--- config.mk ---
export PLATFORM = sky130hd
export DESIGN_NAME = jfps_out_queue
export DESIGN_NICKNAME = d
export VERILOG_FILES = /design/src/jacobi_five_point_sweep_macros.svh /design/src/jfps_pkg.sv /design/src/jfps_out_queue.sv
export SDC_FILE = /design/constraint.sdc
export NUM_CORES = 1
export LEC_CHECK = 0
export BUFFER_PORTS_ARGS = -buffer_cell sky130_fd_sc_hd__clkbuf_2
export CORE_UTILIZATION = 54
export DETAILED_ROUTE_END_ITERATION = 10
export MAX_ROUTING_LAYER = met4
export PLACE_DENSITY = 0.78
export RECOVER_POWER = 100
export SETUP_SLACK_MARGIN = 0.05
export SLEW_MARGIN = 10
export SYNTH_ARGS = -nofsm -noshare
export SYNTH_HDL_FRONTEND = slang
export SYNTH_SLANG_ARGS = --single-unit
--- constraint.sdc ---
create_clock -name clk -period 4.9 [get_ports clk]
set_clock_uncertainty 0.2 [all_clocks]
set_input_delay 0.735 -clock clk [delete_from_list [all_inputs] [get_ports clk]]
set_output_delay 0.735 -clock clk [all_outputs]
set_load 0.03 [all_outputs]
--- src/jacobi_five_point_sweep_macros.svh ---
// Assertion macros for the five-point Jacobi sweep block.
// Depends on nothing; included by jacobi_five_point_sweep.sv, which carries the concurrent checks.
`ifndef JACOBI_FIVE_POINT_SWEEP_MACROS_SVH
`define JACOBI_FIVE_POINT_SWEEP_MACROS_SVH

// Consequent checked in the same cycle as the antecedent.
`define JFPS_ASSERT_NOW(label, clk, rst, ante, cons, msg) \
  label: assert property (@(posedge clk) disable iff (rst) (ante) |-> (cons)) \
    else $error(msg);

// Consequent checked in the cycle after the antecedent.
`define JFPS_ASSERT_NEXT(label, clk, rst, ante, cons, msg) \
  label: assert property (@(posedge clk) disable iff (rst) (ante) |=> (cons)) \
    else $error(msg);

`endif

--- src/jfps_pkg.sv ---
// Shared types and constants for the five-point Jacobi sweep block.
// Depends on nothing; used by every module of the block.
package jfps_pkg;

  localparam int MAX_LINE_DEFAULT   = 4096;
  localparam int DATA_WIDTH_DEFAULT = 32;

  localparam int SIZE_W     = 12;
  localparam int HALO_W     = 4;
  localparam int POS_OUT_W  = 12;
  localparam int CFG_INDEX_W = 2;
  localparam int CFG_DATA_W = 12;

  localparam logic [SIZE_W-1:0] RESET_INTERIOR = 12'd2048;
  localparam logic [HALO_W-1:0] RESET_HALO     = 4'd2;

  localparam int QUEUE_DEPTH = 3;
  localparam int QPTR_W      = 2;
  localparam int QCNT_W      = 2;

  typedef enum logic [CFG_INDEX_W-1:0] {
    REG_INTERIOR_SIZE = 2'd0,
    REG_HALO_WIDTH    = 2'd1
  } cfg_reg_e;

  typedef struct packed {
    logic                 emit;
    logic [POS_OUT_W-1:0] row;
    logic [POS_OUT_W-1:0] col;
    logic                 frame_end;
  } stencil_tag_t;

endpackage

--- src/jfps_out_queue.sv ---
// Small result queue that parts the stencil stage from the output stall.
// Depends on jfps_pkg.
module jfps_out_queue import jfps_pkg::*; #(
  parameter int WIDTH = DATA_WIDTH_DEFAULT
) (
  input  logic              clk,
  input  logic              rst,
  input  logic              push,
  input  logic [WIDTH-1:0]  push_data,
  output logic              valid,
  input  logic              stall,
  output logic [WIDTH-1:0]  data,
  output logic [QCNT_W-1:0] count
);

  function automatic logic [QPTR_W-1:0] ptr_inc(input logic [QPTR_W-1:0] p);
    return (p == QPTR_W'(QUEUE_DEPTH - 1)) ? '0 : p + 1'b1;
  endfunction

  logic [WIDTH-1:0]  slots [QUEUE_DEPTH];
  logic [QPTR_W-1:0] rd_ptr, wr_ptr;
  logic              pop;

  assign valid = (count != '0);
  assign pop   = valid && !stall;
  assign data  = slots[rd_ptr];

  always_ff @(posedge clk) begin
    if (push) begin
      slots[wr_ptr] <= push_data;
    end
  end

  always_ff @(posedge clk) begin
    if (rst) begin
      rd_ptr <= '0;
      wr_ptr <= '0;
      count  <= '0;
    end else begin
      if (push) begin
        wr_ptr <= ptr_inc(wr_ptr);
      end
      if (pop) begin
        rd_ptr <= ptr_inc(rd_ptr);
      end
      unique case ({push, pop})
        2'b10:   count <= count + 1'b1;
        2'b01:   count <= count - 1'b1;
        default: count <= count;
      endcase
    end
  end

endmodule

==> flow_metrics.tcl <==
set metrics [dict create \
    min_from "rd_ptr[0]" \
    ctsLongestPathBuffers 2 \
    worst_slew_pin_slew_ps 2880 \
    grt_use_total 0.180 \
    ctsResizeCount 0 \
    use_met1 0.218 \
    critPathKind "reg2out" \
    cap_violations 4 \
    synth_area_um2 3850 \
    top_usage_layer "met2" \
    synth_edf_count 96 \
    clk_latency_ps 360 \
    multi_input_area_um2 748 \
    vias 2071 \
    fp.dieH_um 86.4 \
    cts_sinks 104 \
    finalWirelength_um 5900 \
    ios 71 \
    min_delay_worst_endpoint "rd_ptr[0]" \
    grt_max_degree 65 \
    root_buffer "clkbuf_8" \
    timing.setup.tns_ps 0 \
    violations "max-capacitance violations, max-slew violations" \
    slew_headroom -0.930 \
    synth_flop_cell "edfxtp_1" \
    use_met3 0.0438 \
    yosys.area.top_type "edfxtp_1" \
    worstRegToRegCells 2 \
    end_kind "output port" \
    finalCritPeriodShare 0.775 \
    hpwl_um 3430 \
    cp_max_fo 32 \
    fillers 552 \
    overflow 0 \
    yosys_warnings 0 \
    post-route-min-period_ps 3800 \
    finalPower_mw 2.12 \
    hold_path_class "reg2reg" \
    ff2ff_setup_slack_ps 1670 \
    r2r_start "wr_ptr[1]" \
    ys_ff_latch 104 \
    via_per_inst 5.08 \
    gr-usage-met2 0.283 \
    cts_made_buffers 9 \
    syn_inst 236 \
    yosysSeqAreaShare 0.791 \
    syn_area_per_cell_um2 16.3 \
    synth_fp_nets 273 \
    p_leak_nw 1.38 \
    htree_levels 3 \
    seq_area_um2 3040 \
    drive_gt1_frac 0.0769 \
    cts_tree "yes" \
    final-max-slew-violation-count 134 \
    r2r_end "slots[2][13]" \
    hold_viol 0 \
    syn_to_final_growth_pct 15.2 \
    synth_top_area_share 0.749 \
    routedWlPerCell_um 14.5 \
    rows 30 \
    grt_pass1_wl_um 9290 \
    p_per_area_nw_per_um2 479 \
    coreArea_um2 6830 \
    dieArea_um2 7470 \
    async_flop_share 0 \
    cts_hold_buffers 0 \
    status "finished, violations left" \
    n_antenna_cell 0 \
    drt-initial-drc-count 121 \
    cp-start-kind "flip-flop" \
    path_clk_slew_ps 90 \
    synth_most_common_cell "edfxtp_1" \
    ir_drop_mv 0.269 \
    stdcell_count 408 \
    portBuffers 70 \
    dp_cells 392 \
    antenna_found_initial 0 \
    synth_cell_types 23 \
    final_antenna_net_count 0 \
    cts_setup_buffers 0 \
    critical_path_required_ps 3960 \
    grt_setup_unrepaired "no" \
    holdPathStages 2 \
    final_core_util 0.649 \
    first_pass_iters 4 \
    floorplan.initialDensity 0.563 \
    layout.nets 344 \
    die_x_um 86.4 \
    synthTopCellsByCount "edfxtp_1, nand2_1, mux2i_1" \
    synthTopCellsByArea "edfxtp_1, mux2i_1, dfxtp_1" \
    gp_congestion 0.754 \
    hold-worst-slack_ps 289 \
    grt_pass1_vias 1952 \
    crit_arrival_ps 2860 \
    clock.fmax_mhz 263 \
    drc 0 \
    finalSetupViolCount 0 \
]
state kept, by name, summed over array words and instances, names as in the netlist, named ones only:
signal / flops
count: 2
rd_ptr: 2
wr_ptr: 2
slots: 96
final cells by class:
type	count	area share
Clock buffer	9	0.0279
Clock inverter	7	0.0265
Inverter	2	0.00169
Multi-Input combinational cell	119	0.169
Sequential cell	104	0.687
Tap cell	96	0.0271
Timing Repair Buffer	71	0.0615
stage by stage:
stage | setup slack, ps | instance area, um2
final | 1100 | 4430
after global routing | 880 | 4430
after CTS | 1850 | 4530
after detailed placement | 2250 | 4290
after global placement | 2260 | 4290
after floorplan | 1170 | 3850
layer usage:
layer	part of all wire	vias up
met5	0	-
met4	0.023	0
met3	0.044	11
met2	0.49	57
met1	0.44	980
li1	-	1023
where the power goes:
group	internal [mW]	total [mW]	switching [mW]
Clock	0.339	0.613	0.274
Sequential	1.02	1.09	0.0715
Combinational	0.136	0.415	0.279
Total	1.50	2.12	0.625
worst max-delay path: stages, from the launching register on:
cell and delay [ps]:
dfxtp_1 1640, mux2i_1 180, o21ai_0 320, clkbuf_1 350
worst max-delay path by stage:
stage	from	endpoint	slack, ps
3_3_place_gp	flip-flop	data[22]	2260
4_1_cts	flip-flop	data[22]	1850
6_report	flip-flop	data[22]	1100
3_5_place_dp	flip-flop	data[22]	2250
2_1_floorplan	push	slots[0][0]	1170
5_1_grt	flip-flop	data[19]	880
kinds of logic after synthesis:
| logic type | Yosys count | share of synthesized area |
|---|---|---|
| buf+inv | 13 | 0.0163 |
| compound gates | 39 | 0.0527 |
| xor+xnor | 2 | 0.00455 |
| mux | 32 | 0.0832 |
| flops | 104 | 0.791 |
| simple gates | 45 | 0.0494 |
| fa+ha+maj | 1 | 0.00325 |
cell usage in the layout (no fill, tap or decap), drive strengths merged:
master / netlist / routed
a21oi: 4 / 4
and3b: 1 / 1
bufinv: 0 / 3
clkbuf: 6 / 80
clkinv: 0 / 1
clkinvlp: 0 / 2
dfxtp: 8 / 8
edfxtp: 96 / 96
ha: 1 / 1
inv: 2 / 3
mux2i: 32 / 32
nand2: 35 / 35
nor2: 3 / 3
nor2b: 1 / 1
nor3: 1 / 1
o21ai: 33 / 33
o21ba: 1 / 1
o21bai: 1 / 1
or2: 1 / 1
or3: 2 / 2
or3b: 1 / 1
xnor2: 1 / 1
xor2: 1 / 1
Power figures use the tool's default switching activity.
