## config.mk

```make
export PLATFORM = sky130hd
export DESIGN_NAME = jfps_raster
export DESIGN_NICKNAME = d
export VERILOG_FILES = /design/src/jacobi_five_point_sweep_macros.svh /design/src/jfps_pkg.sv /design/src/jfps_raster.sv
export SDC_FILE = /design/constraint.sdc
export NUM_CORES = 1
export LEC_CHECK = 0
export ABC_AREA = 1
export BUFFER_PORTS_ARGS = -buffer_cell sky130_fd_sc_hd__buf_2
export CAP_MARGIN = 20
export CORE_MARGIN = 3
export CORE_UTILIZATION = 61
export CTS_CLUSTER_DIAMETER = 50
export DETAILED_ROUTE_END_ITERATION = 7
export GPL_TIMING_DRIVEN = 0
export PLACE_DENSITY = 0.8
export SYNTH_ARGS = -nofsm -noshare
export SYNTH_HDL_FRONTEND = slang
export SYNTH_SLANG_ARGS = --single-unit
```

## constraint.sdc

```tcl
create_clock -name clk -period 4.2 [get_ports clk]
set_input_delay 0.42 -clock clk [delete_from_list [all_inputs] [get_ports clk]]
set_output_delay 0.42 -clock clk [all_outputs]
set_load 0.05 [all_outputs]
```

## src/jacobi_five_point_sweep_macros.svh

```systemverilog
// Assertion macros for the five-point Jacobi sweep block.
// Depends on nothing; included by jacobi_five_point_sweep.sv, which carries the concurrent checks.
`ifndef JACOBI_FIVE_POINT_SWEEP_MACROS_SVH
`define JACOBI_FIVE_POINT_SWEEP_MACROS_SVH

// Consequent checked in the same cycle as the antecedent.
`define JFPS_ASSERT_NOW(label, clk, rst, ante, cons, msg) \
  label: assert property (@(posedge clk) disable iff (rst) (ante) |-> (cons)) \
    else $error(msg);

// Consequent checked in the cycle after the antecedent.
`define JFPS_ASSERT_NEXT(label, clk, rst, ante, cons, msg) \
  label: assert property (@(posedge clk) disable iff (rst) (ante) |=> (cons)) \
    else $error(msg);

`endif

```

## src/jfps_pkg.sv

```systemverilog
// Shared types and constants for the five-point Jacobi sweep block.
// Depends on nothing; used by every module of the block.
package jfps_pkg;

  localparam int MAX_LINE_DEFAULT   = 4096;
  localparam int DATA_WIDTH_DEFAULT = 32;

  localparam int SIZE_W     = 12;
  localparam int HALO_W     = 4;
  localparam int POS_OUT_W  = 12;
  localparam int CFG_INDEX_W = 2;
  localparam int CFG_DATA_W = 12;

  localparam logic [SIZE_W-1:0] RESET_INTERIOR = 12'd2048;
  localparam logic [HALO_W-1:0] RESET_HALO     = 4'd2;

  localparam int QUEUE_DEPTH = 3;
  localparam int QPTR_W      = 2;
  localparam int QCNT_W      = 2;

  typedef enum logic [CFG_INDEX_W-1:0] {
    REG_INTERIOR_SIZE = 2'd0,
    REG_HALO_WIDTH    = 2'd1
  } cfg_reg_e;

  typedef struct packed {
    logic                 emit;
    logic [POS_OUT_W-1:0] row;
    logic [POS_OUT_W-1:0] col;
    logic                 frame_end;
  } stencil_tag_t;

endpackage

```

## src/jfps_raster.sv

```systemverilog
// Configuration registers, raster position counters and interior decode.
// Depends on jfps_pkg.
module jfps_raster import jfps_pkg::*; #(
  parameter int MAX_LINE = MAX_LINE_DEFAULT
) (
  input  logic                          clk,
  input  logic                          rst,
  input  logic                          cfg_we,
  input  logic [CFG_INDEX_W-1:0]        cfg_index,
  input  logic [CFG_DATA_W-1:0]         cfg_data,
  input  logic                          advance,
  output logic                          active,
  output logic [$clog2(MAX_LINE)-1:0]   row_pos,
  output stencil_tag_t                  tag
);

  localparam int POS_W = $clog2(MAX_LINE);
  localparam int CMP_W = (POS_W + 1 > SIZE_W + 1) ? POS_W + 1 : SIZE_W + 1;

  function automatic logic [CMP_W-1:0] side_of(input logic [SIZE_W-1:0] n,
                                               input logic [HALO_W-1:0] h);
    logic [CMP_W-1:0] raw;
    raw = CMP_W'(n) + (CMP_W'(h) << 1);
    return (raw > CMP_W'(MAX_LINE)) ? CMP_W'(MAX_LINE) : raw;
  endfunction

  logic [SIZE_W-1:0] interior, interior_next;
  logic [HALO_W-1:0] halo, halo_next;
  logic [CMP_W-1:0]  side, side_next;
  logic [CMP_W-1:0]  hn, hn_next;
  logic [CMP_W-1:0]  hn_last, hn_last_next;
  logic [POS_W-1:0]  col_pos;
  logic [POS_W-1:0]  row_pos_next, col_pos_next;
  logic [CMP_W-1:0]  rc, cc, cm1, row_step, col_step, halo_c;

  always_comb begin
    interior_next = interior;
    halo_next     = halo;
    if (cfg_we) begin
      unique case (cfg_reg_e'(cfg_index))
        REG_INTERIOR_SIZE: interior_next = cfg_data[SIZE_W-1:0];
        REG_HALO_WIDTH:    halo_next     = cfg_data[HALO_W-1:0];
        default: ;
      endcase
    end
    side_next    = side_of(interior_next, halo_next);
    hn_next      = CMP_W'(interior_next) + CMP_W'(halo_next);
    hn_last_next = hn_next - 1'b1;
  end

  always_comb begin
    rc       = CMP_W'(row_pos);
    cc       = CMP_W'(col_pos);
    cm1      = cc - 1'b1;
    row_step = rc + 1'b1;
    col_step = cc + 1'b1;
    halo_c   = CMP_W'(halo);

    row_pos_next = row_pos;
    col_pos_next = col_pos;
    priority if (cfg_we) begin
      row_pos_next = '0;
      col_pos_next = '0;
    end else if (advance) begin
      if (row_step >= side) begin
        row_pos_next = '0;
        col_pos_next = (col_step >= side) ? '0 : col_pos + 1'b1;
      end else begin
        row_pos_next = row_pos + 1'b1;
      end
    end else begin
      row_pos_next = row_pos;
      col_pos_next = col_pos;
    end

    tag.emit      = (cc >= CMP_W'(2)) && (rc >= CMP_W'(1)) && (row_step < side) &&
                    (cm1 >= halo_c) && (cm1 < hn) && (rc >= halo_c) && (rc < hn);
    tag.row       = POS_OUT_W'(rc - halo_c);
    tag.col       = POS_OUT_W'(cm1 - halo_c);
    tag.frame_end = (rc == hn_last) && (cm1 == hn_last);
  end

  always_ff @(posedge clk) begin
    if (rst) begin
      interior <= RESET_INTERIOR;
      halo     <= RESET_HALO;
      side     <= side_of(RESET_INTERIOR, RESET_HALO);
      hn       <= CMP_W'(RESET_INTERIOR) + CMP_W'(RESET_HALO);
      hn_last  <= CMP_W'(RESET_INTERIOR) + CMP_W'(RESET_HALO) - 1'b1;
      row_pos  <= '0;
      col_pos  <= '0;
    end else begin
      interior <= interior_next;
      halo     <= halo_next;
      side     <= side_next;
      hn       <= hn_next;
      hn_last  <= hn_last_next;
      row_pos  <= row_pos_next;
      col_pos  <= col_pos_next;
    end
  end

  assign active = (side != '0);

endmodule

```

==> results.txt <==
* Effective utilization at floorplan: 64.21%
* Cell-by-cell trace of the critical path: inv_1 -> ha_1 -> nand3_1 -> nor2_1 -> nand3b_1 -> xor2_2 -> ha_1 -> a21oi_1 -> o2111ai_1 -> a21oi_1 -> nand3_1 -> nor2_1 -> o21ai_1 -> inv_1 -> buf_2
- For this run, the number of Yosys warnings is 0.
- Vias in the first global route: between 6000 and 7000
- Max Clock Freq: between 200 and 300 MHz
* Clock period minus final worst setup slack: 3.979 ns
- First DRT Iteration DRCs: 440
* Worst Hold Path EP: row_pos[0]
* Final Net Count: approximately 1200
* Final GP Congestion: about 1
* Critical path's slowest cell: sky130_fd_sc_hd__dfxtp_1
* Worst reg2reg startpoint: row_pos[1]
* Overall power consumption: roughly 1.9 mW
- Critical path arrival: approximately 3.6 ns
- Hold Path Origin: advance
- Layout cells sized above 1: around 16%
- Clock buffer count from CTS: 9
* Overall die area: roughly 0.012 sq mm
* Sum of overflow across all layers after global routing: 0
- Vias: around 6600
- Number of top-level design ports: 57
- Once detail routing completed, the nets flagged for antenna violations numbered 0.
- Setup violations remaining at the end of the flow were counted as 0.
* Worst setup slack after placement: between 0.4 and 0.5 ns
- The filler cells instantiated in the layout total roughly 970.
- Summed over all cells, the static leakage comes to 3.640 nW.
- Most instantiated flip-flop cell in the synthesis netlist: sky130_fd_sc_hd__dfxtp_1
* Total of hold buffers inserted after clock tree synthesis: 0
- For the pin with the worst max-slew slack, the measured transition is roughly 0.62 ns.
* Floorplan die height: between 100 and 150 um
- Share of synthesized flip-flops with an asynchronous set or reset: 0%
* Number of antenna cells inserted: 0
- The worst path meets setup with around 0.22 ns of slack.
- Along the worst path, the maximum fanout reaches 7.
- Pwr/cell area: approximately 250 mW/mm^2
* Post-synth design cell area: 0.006778 sq mm
* Count of state elements after synthesis: slightly below 80
- Worst clock skew on the final layout: roughly 0.016 ns
- The critical path in this run is classified as reg2out.
- Measured against its own limit, the worst slew margin works out to about 58%.
- The path class of the tightest hold or removal check is in2reg.
- The endpoint identified for the worst register-to-register timing path is col_pos[4].
* Mean post-synth cell area: 6.798 sq um
* CTS tree: yes
- For the worst setup path, the data required time is about 3.8 ns.
- The final layout contains routed wiring with a total length of between 15 and 20 mm.
- Max Buffers Root-to-Sink: 2
- Maximum number of pins on one net before global-route repair: 15
- Most frequent cells in the layout: sky130_fd_sc_hd__nand2_1 (212), sky130_fd_sc_hd__inv_1 (140), sky130_fd_sc_hd__nor2_1 (95)
- The number of antenna violations at the first check in global routing is 0.
- After synthesis, the netlist uses 54 different library cells.
- Slowest cell delay on critical path: 0.43 ns
* Die boundary width: 111.4 um
- In this run the number of H-tree levels came out at 3.
* Total half-perimeter wirelength after legalization and detailed placement: between 15 and 20 mm
- STA classifies the critical path startpoint as a flop.
- Average via count per standard cell: between 5 and 6
- STA classifies the critical path endpoint as an output port.
* Most common cell after layout, fill and taps aside: sky130_fd_sc_hd__nand2_1
* Average wire per standard cell: between 15 and 20 um
- Adding up every negative setup slack in the final design gives 0 ns.
- First-pass GRT wire length: approximately 30 mm
* Num rows: 37
- Layout Area Growth over Synthesis: 10.39%
- Max Transition Viols Final: 0
- Clock sinks: 79
- Cell count after synthesis: roughly 1000
- Fraction of the cycle the final worst path needs: a little over nine tenths
- The root buffer cell chosen for the clock tree is sky130_fd_sc_hd__clkbuf_8.
- The number of cells on the worst reg-to-reg path is 18.
- Along the worst hold path, the cell count comes to 2.
- The core region is about 0.011 sq mm.
* Worst-case register-to-register setup slack: 0.52 ns
- Across the run, the number of max-cap violations was 0.
* Share of the yosys chip area belonging to registers: around a quarter
- The first detailed-routing pass took 5 iterations.
- Number of I/O port buffers: 55
* EDFF count, synth: 0
- Across every metal layer, demand over resource in global routing totals ~30%.
- Clock-pin slew was measured on the worst setup and hold paths at 0.09 ns.
- The hold violation total from the final report came to 0.
* Run status: complete, no violations
- Synthesized net count: around 1100
- Insertion delay of the later-clocked pin in the worst-skew pair: between 0.3 and 0.4 ns
- After detailed routing, the number of remaining DRC violations is 0.
* Maximum VDD drop: about 0.23 mV
-- area by class of cell --
type	instances	area (sq um)	share of cell area, %
Tap cell	136	170.2	2.274
Clock buffer	10	137.6	1.839
Clock inverter	6	92.59	1.237
Buffer	21	107.6	1.438
Multi-Input combinational cell	752	4572	61.10
Inverter	145	544.3	7.274
Timing Repair Buffer	55	275.3	3.679
Sequential cell	79	1583	21.15
-- logic make-up after synthesis --
logic type,synth area share [%]
buf+inv,9.618
simple gates,37.23
fa+ha+maj,13.70
flops,23.33
compound gates,9.526
xor+xnor,6.590
-- where the power goes --
part	internal, mW	switching, mW
clock	0.354	0.308
sequential	0.784	0.0309
combinational	0.131	0.279
total	1.27	0.618
-- synth_stat cells (6+ instances only) --
cell | instances | area share, %
sky130_fd_sc_hd__nor2_2 | 12 | 1.1
sky130_fd_sc_hd__a22oi_1 | 6 | 0.66
sky130_fd_sc_hd__nor3_1 | 15 | 1.1
sky130_fd_sc_hd__nor4_1 | 6 | 0.55
sky130_fd_sc_hd__nand2_2 | 36 | 3.3
sky130_fd_sc_hd__nand2_4 | 10 | 1.7
sky130_fd_sc_hd__nand3_2 | 7 | 1.0
sky130_fd_sc_hd__nor2_1 | 95 | 5.3
sky130_fd_sc_hd__a21oi_1 | 56 | 4.1
sky130_fd_sc_hd__nand3_1 | 69 | 5.1
sky130_fd_sc_hd__ha_1 | 71 | 13
sky130_fd_sc_hd__nand3b_1 | 8 | 0.89
sky130_fd_sc_hd__xor2_1 | 46 | 5.9
sky130_fd_sc_hd__inv_1 | 140 | 7.8
sky130_fd_sc_hd__dfxtp_1 | 79 | 23
sky130_fd_sc_hd__clkbuf_1 | 15 | 0.83
sky130_fd_sc_hd__nand4_1 | 23 | 2.1
sky130_fd_sc_hd__o21ai_0 | 25 | 1.8
sky130_fd_sc_hd__nand2_1 | 212 | 12
-- flip-flops by register name, indices dropped and copies added (netlist names), named ones only --
signal and cells:
col_pos 12, hn_last 13, row_pos 12, interior 11
hn 13, halo 4, side 13
-- stage by stage --
| step | instance area [sq um] | hold WS [ns] | utilization, % | instances |
|---|---|---|---|---|
| floorplan | 6778 | 0.4589 | - | 997 |
| global placement | 7223 | 0.4721 | 68.43 | 1188 |
| detailed placement | 7223 | 0.4782 | 68.43 | 1188 |
| CTS | 7453 | 0.2407 | 70.61 | 1204 |
| global route | 7482 | 0.2698 | 70.89 | 1204 |
| finish | 7482 | 0.2457 | 70.89 | 1204 |
-- worst max-delay path by stage --
| stage | start | to |
|---|---|---|
| floorplan | row_pos[1] | tag[25] |
| CTS | col_pos[0] | tag[25] |
| finish | col_pos[0] | tag[25] |
| global placement | row_pos[0] | col_pos[4] |
| detailed placement | row_pos[0] | col_pos[4] |
| global route | col_pos[0] | tag[25] |
-- worst max-delay path, delay by kind of cell (launching register included) --
kind            cells  cell delay [ns]
simple gates        5             0.74
buf+inv             3             0.51
xor+xnor            1             0.37
compound gates      4             0.54
fa+ha+maj           2             0.58
flops               1             0.43
-- metal layers --
layer | GRT usage (%) | vias up | share of wire (%)
met5 | 0 | - | 0
met4 | 13.63 | 0 | 3.9
met3 | 5.326 | 52 | 6.6
met2 | 51.03 | 229 | 47
met1 | 37.00 | 2983 | 43
li1 | - | 3371 | -
-- what timing repair did --
item	in CTS	in global routing
endpoints found under the setup margin	0	6
resized for setup	0	5
buffers inserted	0	0
Power figures use the tool's default switching activity.
